File: src/rtl/icv_pkg.sv
// Shared types and constants for the image window convolution block.
package icv_pkg;

  localparam int PIX_W   = 16;
  localparam int COEF_W  = 16;
  localparam int PROD_W  = PIX_W + COEF_W;
  localparam int CIDX_W  = 8;
  localparam int POS_W   = 10;
  localparam int SIZE_W  = 11;
  localparam int RAD_W   = 3;
  localparam int CFG_IDX_W = 2;

  localparam logic [CFG_IDX_W-1:0] REG_WIDTH  = 2'd0;
  localparam logic [CFG_IDX_W-1:0] REG_HEIGHT = 2'd1;
  localparam logic [CFG_IDX_W-1:0] REG_RADIUS = 2'd2;

  localparam logic OP_COEF  = 1'b0;
  localparam logic OP_PIXEL = 1'b1;

  localparam logic [SIZE_W-1:0] WIDTH_RST  = 11'd1024;
  localparam logic [SIZE_W-1:0] HEIGHT_RST = 11'd1024;
  localparam logic [RAD_W-1:0]  RADIUS_RST = 3'd3;

  // per-cell controls for one window position
  typedef struct packed {
    logic shift;
    logic load;
    logic coef_we;
    logic prod_en;
    logic active;
  } cell_ctl_t;

endpackage

File: src/rtl/icv_cell.sv
// One window cell: pixel register, kernel coefficient and registered product.
module icv_cell (
  input  logic                         clk,
  input  icv_pkg::cell_ctl_t           ctl,
  input  logic [icv_pkg::PIX_W-1:0]    nbr_i,
  input  logic [icv_pkg::PIX_W-1:0]    load_i,
  input  logic [icv_pkg::COEF_W-1:0]   coef_i,
  output logic [icv_pkg::PIX_W-1:0]    win_o,
  output logic [icv_pkg::PROD_W-1:0]   prod_o
);

  logic [icv_pkg::PIX_W-1:0]  win_r;
  logic [icv_pkg::COEF_W-1:0] coef_r;
  logic [icv_pkg::PROD_W-1:0] prod_r;

  always_ff @(posedge clk) begin
    if (ctl.shift) begin
      win_r <= nbr_i;
    end else if (ctl.load) begin
      win_r <= load_i;
    end
    if (ctl.coef_we) begin
      coef_r <= coef_i;
    end
    if (ctl.prod_en) begin
      prod_r <= ctl.active ? win_r * coef_r : '0;
    end
  end

  assign win_o  = win_r;
  assign prod_o = prod_r;

endmodule

File: config.mk
export PLATFORM = sky130hd
export DESIGN_NAME = icv_cell
export DESIGN_NICKNAME = d
export VERILOG_FILES = /design/src/rtl/icv_pkg.sv /design/src/rtl/icv_cell.sv
export SDC_FILE = /design/constraint.sdc
export NUM_CORES = 1
export LEC_CHECK = 0
export BUFFER_PORTS_ARGS = -buffer_cell sky130_fd_sc_hd__buf_4
export CAP_MARGIN = 30
export CORE_MARGIN = 2
export CORE_UTILIZATION = 45
export CTS_BUF_LIST = sky130_fd_sc_hd__clkbuf_8
export CTS_CLUSTER_SIZE = 16
export DETAILED_ROUTE_END_ITERATION = 8
export MAX_ROUTING_LAYER = met4
export PLACE_DENSITY = 0.71
export REMOVE_ABC_BUFFERS = 1
export SYNTH_ARGS = -nofsm -noshare
export SYNTH_HDL_FRONTEND = slang
export SYNTH_SLANG_ARGS = --single-unit
File: constraint.sdc
create_clock -name clk -period 6.03 [get_ports clk]
set_input_delay 1.206 -clock clk [delete_from_list [all_inputs] [get_ports clk]]
set_output_delay 1.206 -clock clk [all_outputs]
set_load 0.01 [all_outputs]
After elaboration in Yosys (flattened, before gate mapping):

Cells that the tools add are included.

* flip-flop bits (word level): 64
* bits in latches: 0
* bits in writable memories: 0
* ROM bits: 0
* output and inout bits: 48
* word-level logic and storage cells: 7
* memories: 0

* add/subtract/negate cells: 0
* $mul: 1
* div/mod/pow operators: 0
* $lt $le $gt $ge: 0
* equality and inequality tests: 0
* shifts and indexed selects: 0
* mux-type cells: 2
* bitwise logic cells: 0
* reductions and logical operators: 1

Operators with widths (number)
* 16-bit by 16-bit multiplier with 32-bit output: 1
* 16-bit two-way mux: 2
* 2-bit nonzero test: 1

Longest topological paths before layout:

Gate-level depths: netlist (run 1).

* word-level depth: 2
* depth in mapped cells: 22
* depth with buffers taken out: 20

Worst setup path after synthesis (run 1):

No wires, ideal clock.

* path kind: reg2reg
* from: register win_r (netlist bit win_o[10])
* to: register prod_r (netlist bit prod_o[26]), data pin
* arrival: 5.422 ns
* required time: 5.768 ns
* setup slack: 0.346 ns
* stages on the path, launching flop included: 20
* period minus slack after synthesis: 5.684 ns
* cells stage by stage: edfxtp_1 > clkbuf_1 > nand2_1 > fa_1 > fa_1 > fa_1 > fa_1 > inv_1 > fa_1 > inv_1 > fa_1 > inv_1 > ha_1 > nand2_1 > nor2_1 > a211oi_1 > o221ai_2 > a21bo_2 > a211oi_2 > mux2i_1

* longest elaborated chain between the ends: 1

RTL lines
* start, declared: RTL line icv_cell.sv:12 `logic [icv_pkg::PIX_W-1:0] win_r;`
* start signal, assigned: RTL line icv_cell.sv:18 `win_r <= nbr_i;`
* start signal, assigned: RTL line icv_cell.sv:20 `win_r <= load_i;`
* 16-bit by 16-bit multiplier with 32-bit output: RTL line icv_cell.sv:26 `prod_r <= ctl.active ? win_r * coef_r : '0;`
* end signal, assigned: RTL line icv_cell.sv:26
* end, declared: RTL line icv_cell.sv:14 `logic [icv_pkg::PROD_W-1:0] prod_r;`

Every way passes these cells.
A chain may end at the register's enable or synchronous reset.

Final worst setup path (run 1):

* from: register win_r (netlist bit win_o[7])
* to: register prod_r (netlist bit prod_o[20]), data pin

The elaborated chain is that of the path after synthesis.

==> results.toml, run 1 <==
[sta]
hold_viol_final = 0
worst_pin_slew_ps = 820
max_slew_margin_pct = 45.3
rsz0062_at_grt = "yes"
final.setup_skew_ps = 19.3
maxClockFrequency_ghz = 0.171
tns_ps = 0
finalSetupViolCount = 0
period_minus_slack_ps = 5840
timing.final.max_slew_violations = 0
fin_crit_sh_pct = 96.9

[global_routing]
grtUsageTotal_pct = 23.0
grt_pass1_vias = 8657
grt_pass1_wl_mm = 44.2
grt_max_degree = 33
antenna_found_initial = 0
grt-ovfl-total = 0

[setup_path]
r2r-end = "prod_o[20]"
critPathMaxFanout = 6
crit_start = "win_o[7]"
setup.worst_path.end = "prod_o[20]"
required_ps = 6140
reg2reg_from = "win_o[7]"
critPathArrivalTime_ps = 5950
reg2reg_slack_ps = 190
worst-r2r-cell-count = 19
start_kind = "register"
critPathKind = "register to register"
endpoint_kind = "register"

[run]
drv_cap = 0

[yosys]
yosys_warnings = 0
synth.area.top_cells = "fa_1 (36%), edfxtp_1 (18%), ha_1 (12%)"
yosysMostFrequentCell = "inv_1"
synthesis.instances = 1102
synth_commonest_cells = "inv_1 (221), fa_1 (194), nand2_1 (157), and2_1 (126), ha_1 (104)"
synth-seq-area-share_pct = 17.8
synth_top_area_share_pct = 36.0
syn_area_sq_um = 10800
synth_top_cell_by_area = "fa_1"
synth-edff-count = 64
yosysUniqueCellTypes = 47
yosys_most_used_dff = "edfxtp_1"
synth_seq_cells = 64
ys_async_sr_fraction_pct = 0
synth.avg_cell_area_sq_um = 9.80

[place]
place_area_sq_um = 12300
dp_hpwl_mm = 21.5
globalplace.congestion = 0.909
place_inst = 1540
port_buffers = 101

[layout]
finish.instance_area_sq_um = 12800
nNetsFinal = 1608
final_cells = 1580
n_antenna_cell = 0
multi_input_area_sq_um = 7940
syn_to_final_growth_pct = 18.8
final.fill_count = 2161
drive_gt1_share_pct = 18.8
layout.area.seq_sq_um = 1920

[detailed_routing]
drt_pre_antenna_iters = 4
wl_mm = 27.4
via_per_inst = 5.15
route.detailed.drc = 0
via_count = 8132
drt-initial-drc-count = 451
final_antenna_net_count = 0
wl_per_cell_um = 17.4

[floorplanning]
pin_count = 102
initial_utilization_pct = 45.9
num_rows = 56
design.core.area_sq_um = 23500
die_h_um = 159
dieWidth_um = 159
die_area_sq_um = 25300

[outcome]
outcome = "completed"

[worst_hold_path]
hp-class = "primary input to register"

[clocking]
clockRootBuffer = "clkbuf_8"
cts_buffers = 9
clock-sinks = 64
clockBufferDepth = 2
insertion_delay_ps = 390
hold_buffers = 0
cts_tree = "yes"
cts_htree_levels = 3
clkTransAtPathRegs_ps = 100
## critical path: stages, from the launching register on
cell and delay, ps:
edfxtp_1 530, buf_4 210, nand2_1 70, fa_1 480, fa_1 480, fa_1 520, fa_1 550, inv_1 50
fa_1 470, inv_1 50, fa_1 470, inv_1 40, ha_1 350, nand2_1 120, nor2_1 60, a211oi_2 290
o21ai_1 240, a31oi_1 260, xor2_1 230, nor2_1 60
## worst min path at each step
stage	start	to	slack [ps]	cells after the start
floorplan	coef_r[0]	prod_o[0]	800	1
global placement	win_o[0]	prod_o[0]	1000	2
detailed placement	win_o[0]	prod_o[0]	1000	2
CTS	coef_i[10]	coef_r[10]	970	1
global route	coef_i[10]	coef_r[10]	970	1
finish	coef_i[10]	coef_r[10]	980	1
## cell families (layout without fill, tap and decap cells)
logic type               after synthesis  after routing  share of synthesized area, %
multiplexers                          21             21                          2.13
XOR/XNOR                              20             20                          1.62
buffers and inverters                263            422                          9.14
adder cells (fa/ha/maj)              298            298                          48.0
AND/OR/NAND/NOR                      360            360                          16.3
AO/OA/AOI/OAI                         76             76                          4.99
flip-flops                            64             64                          17.8
## cell usage in the layout, fill, tap and decap left out, types with 16 or more instances in the layout
master | synthesis | routed
edfxtp_1 | 64 | 64
mux2_2 | 16 | 16
inv_1 | 221 | 222
buf_4 | 0 | 171
and2_1 | 126 | 126
ha_1 | 104 | 103
fa_1 | 194 | 193
a21oi_1 | 22 | 19
nand2_1 | 157 | 156
nor2_1 | 35 | 34
## layer usage
metal,share of wire [%],track usage (%),vias to the layer above
met4,2.6,7.27,0
li1,-,-,3707
met3,6.3,3.89,50
met1,41,28.7,4105
met2,50,38.5,270
met5,0,-,-
## area by class of cell
| cell class | count | share of cell area [%] |
|---|---|---|
| inverters | 221 | 6.47 |
| multi-input cells | 775 | 61.9 |
| clock buffers | 9 | 0.966 |
| repair buffers | 185 | 11.9 |
| flip-flops and latches | 64 | 15.0 |
| well taps | 319 | 3.11 |
| clock inverters | 7 | 0.683 |
## sequential cells by signal, summed over array words and instances (netlist names)
| signal | cells |
|---|---|
| win_o | 16 |
| prod_o | 32 |
| coef_r | 16 |
## through the flow
stage / util [%] / hold WS, ps / setup WS (ps)
final: 54.5 / 981 / 188
after global routing: 54.5 / 966 / -51.2
after CTS: 53.6 / 970 / 7.58
after detailed placement: 52.5 / 1000 / -32.5
after global placement: 52.5 / 997 / 26.8
after floorplan: - / 796 / 412
## repair_timing
item                       4_1_cts  5_1_grt
setup endpoints to repair       10       17
setup buffers                    7       17
pin swaps                        0        5
gates resized for setup          0       13
Power of run 1 is not shown: default switching activity piles up to over one toggle a cycle in this logic, so the estimate is an artifact.
==> run 2, diff against run 1 <==
- CELL_PAD_IN_SITES_DETAIL_PLACEMENT: default -> 0
- CELL_PAD_IN_SITES_GLOBAL_PLACEMENT: default -> 1
- HOLD_SLACK_MARGIN: default -> 0.15
- PLACE_DENSITY: 0.71 -> 0.86
==> run 2 against run 1 <==
Effect of this change:
- utilization down 0.46 points
- worst setup slack gained 29 ps
- critical endpoint is now prod_o[26]
- non-clock buffer count increased by 1
- via count decreased by 0.81%
- die area unchanged
- worst hold slack worse by 6.2 ps
- sequential share of layout area increased by 0.13 points
- flip-flop and latch count did not move
- first-iteration DRC count is 14% higher
- clock skew increased by 1.0 ps
- register-to-register slack better by 30 ps
==> results.toml, run 2 (synthesis results as in run 1) <==
[outcome]
outcome = "completed"

[clocking]
clockRootBuffer = "clkbuf_8"
cts_tree = "yes"
clockBufferDepth = 2
clkTransAtPathRegs_ps = 110
cts_htree_levels = 3
clock-sinks = 64
insertion_delay_ps = 400
cts_buffers = 9

[floorplanning]
die_h_um = 159
design.core.area_sq_um = 23500
dieWidth_um = 159
num_rows = 56
pin_count = 102
initial_utilization_pct = 45.9
die_area_sq_um = 25300

[sta]
rsz0062_at_grt = "yes"
max_slew_margin_pct = 47.7
period_minus_slack_ps = 5810
worst_pin_slew_ps = 784
hold_viol_final = 0
fin_crit_sh_pct = 96.4
hold_slack_ps = 975
fin_ws_ps = 217
final.setup_skew_ps = 20.4
timing.final.max_slew_violations = 0
maxClockFrequency_ghz = 0.172
finalSetupViolCount = 0

[setup_path]
start_kind = "register"
path_delay_family = "adder cells"
critical_path_buf_inv_count = 4
slowest_delay_ps = 540
critPathMaxFanout = 5
required_ps = 6170
critPathArrivalTime_ps = 5950
cp_common_cell = "fa_1"
crit_chain = "and2_1 > fa_1 > inv_1 > fa_1 > fa_1 > fa_1 > inv_1 > fa_1 > inv_1 > fa_1 > inv_1 > ha_1 > nand2_1 > nor2_1 > a211oi_2 > o221ai_2 > a21bo_2 > a211oi_2 > mux2i_1"
critPathKind = "register to register"
endpoint_kind = "register"
cpMaxStageDelayCell = "fa_1"

[detailed_routing]
final_antenna_net_count = 0
drt-initial-drc-count = 513
wl_per_cell_um = 17.2
wl_mm = 27.2
route.detailed.drc = 0
via_count = 8066
via_per_inst = 5.10
drt_pre_antenna_iters = 5

[layout]
syn_to_final_growth_pct = 17.8
final_cells = 1581
fin_util_pct = 54.0
final.fill_count = 2202
largest_reg_flops = 32
drive_gt1_share_pct = 18.7
layout_commonest_cell = "inv_1"
nNetsFinal = 1609
n_antenna_cell = 0
final_cell_mix = "inv_1 (221), fa_1 (194), buf_4 (180)"

[place]
dp_hpwl_mm = 21.7
place_inst = 1534
globalplace.congestion = 0.920
port_buffers = 101
pre_cts_ws_ps = -59.6

[global_routing]
grt_max_degree = 33
grt_pass1_wl_mm = 44.4
antenna_found_initial = 0
grt-ovfl-total = 0
grt_pass1_vias = 8652
grtUsageTotal_pct = 22.9

[worst_hold_path]
hp-class = "primary input to register"

[run]
drv_cap = 0
## run 2: per-stage QoR
step                      instance area, sq um  setup TNS, ps
after floorplan                          10600              0
after global placement                   12200              0
after detailed placement                 12200          -61.1
after CTS                                12400              0
after global routing                     12700          -3.14
final                                    12700              0
## run 2: timing repair
item | in CTS | in global routing
gates cloned | 0 | 0
pin swaps | 0 | 4
setup buffers | 3 | 28
hold buffers | 0 | 0
hold endpoints to repair | 0 | 0
setup endpoints to repair | 3 | 16
resized for setup | 0 | 11
## run 2: metal layers
metal / vias up / track usage [%] / part of all wire, %
li1: 3711 / - / -
met4: 0 / 7.36 / 2.1
met3: 37 / 4.34 / 5.8
met2: 230 / 37.7 / 50
met1: 4088 / 28.8 / 42
met5: - / - / 0
## run 2: final timing paths
kind / startpoint / endpoint / slack [ps] / cells after the start
min reg2reg: win_o[0] / prod_o[0] / 1060 / 2
min: coef_i[8] / coef_r[8] / 980 / 1
max reg2reg: win_o[7] / prod_o[26] / 220 / 19
max: win_o[7] / prod_o[26] / 220 / 19
## run 2: final cells by class
type / instances / area (sq um) / share of cell area [%]
repair buffers: 186 / 1430 / 11.3
clock inverters: 7 / 76.3 / 0.600
multi-input cells: 775 / 7940 / 62.4
well taps: 319 / 399 / 3.14
clock buffers: 9 / 124 / 0.974
inverters: 221 / 830 / 6.52
flip-flops and latches: 64 / 1920 / 15.1
Power of run 2 is left out for the same reason.
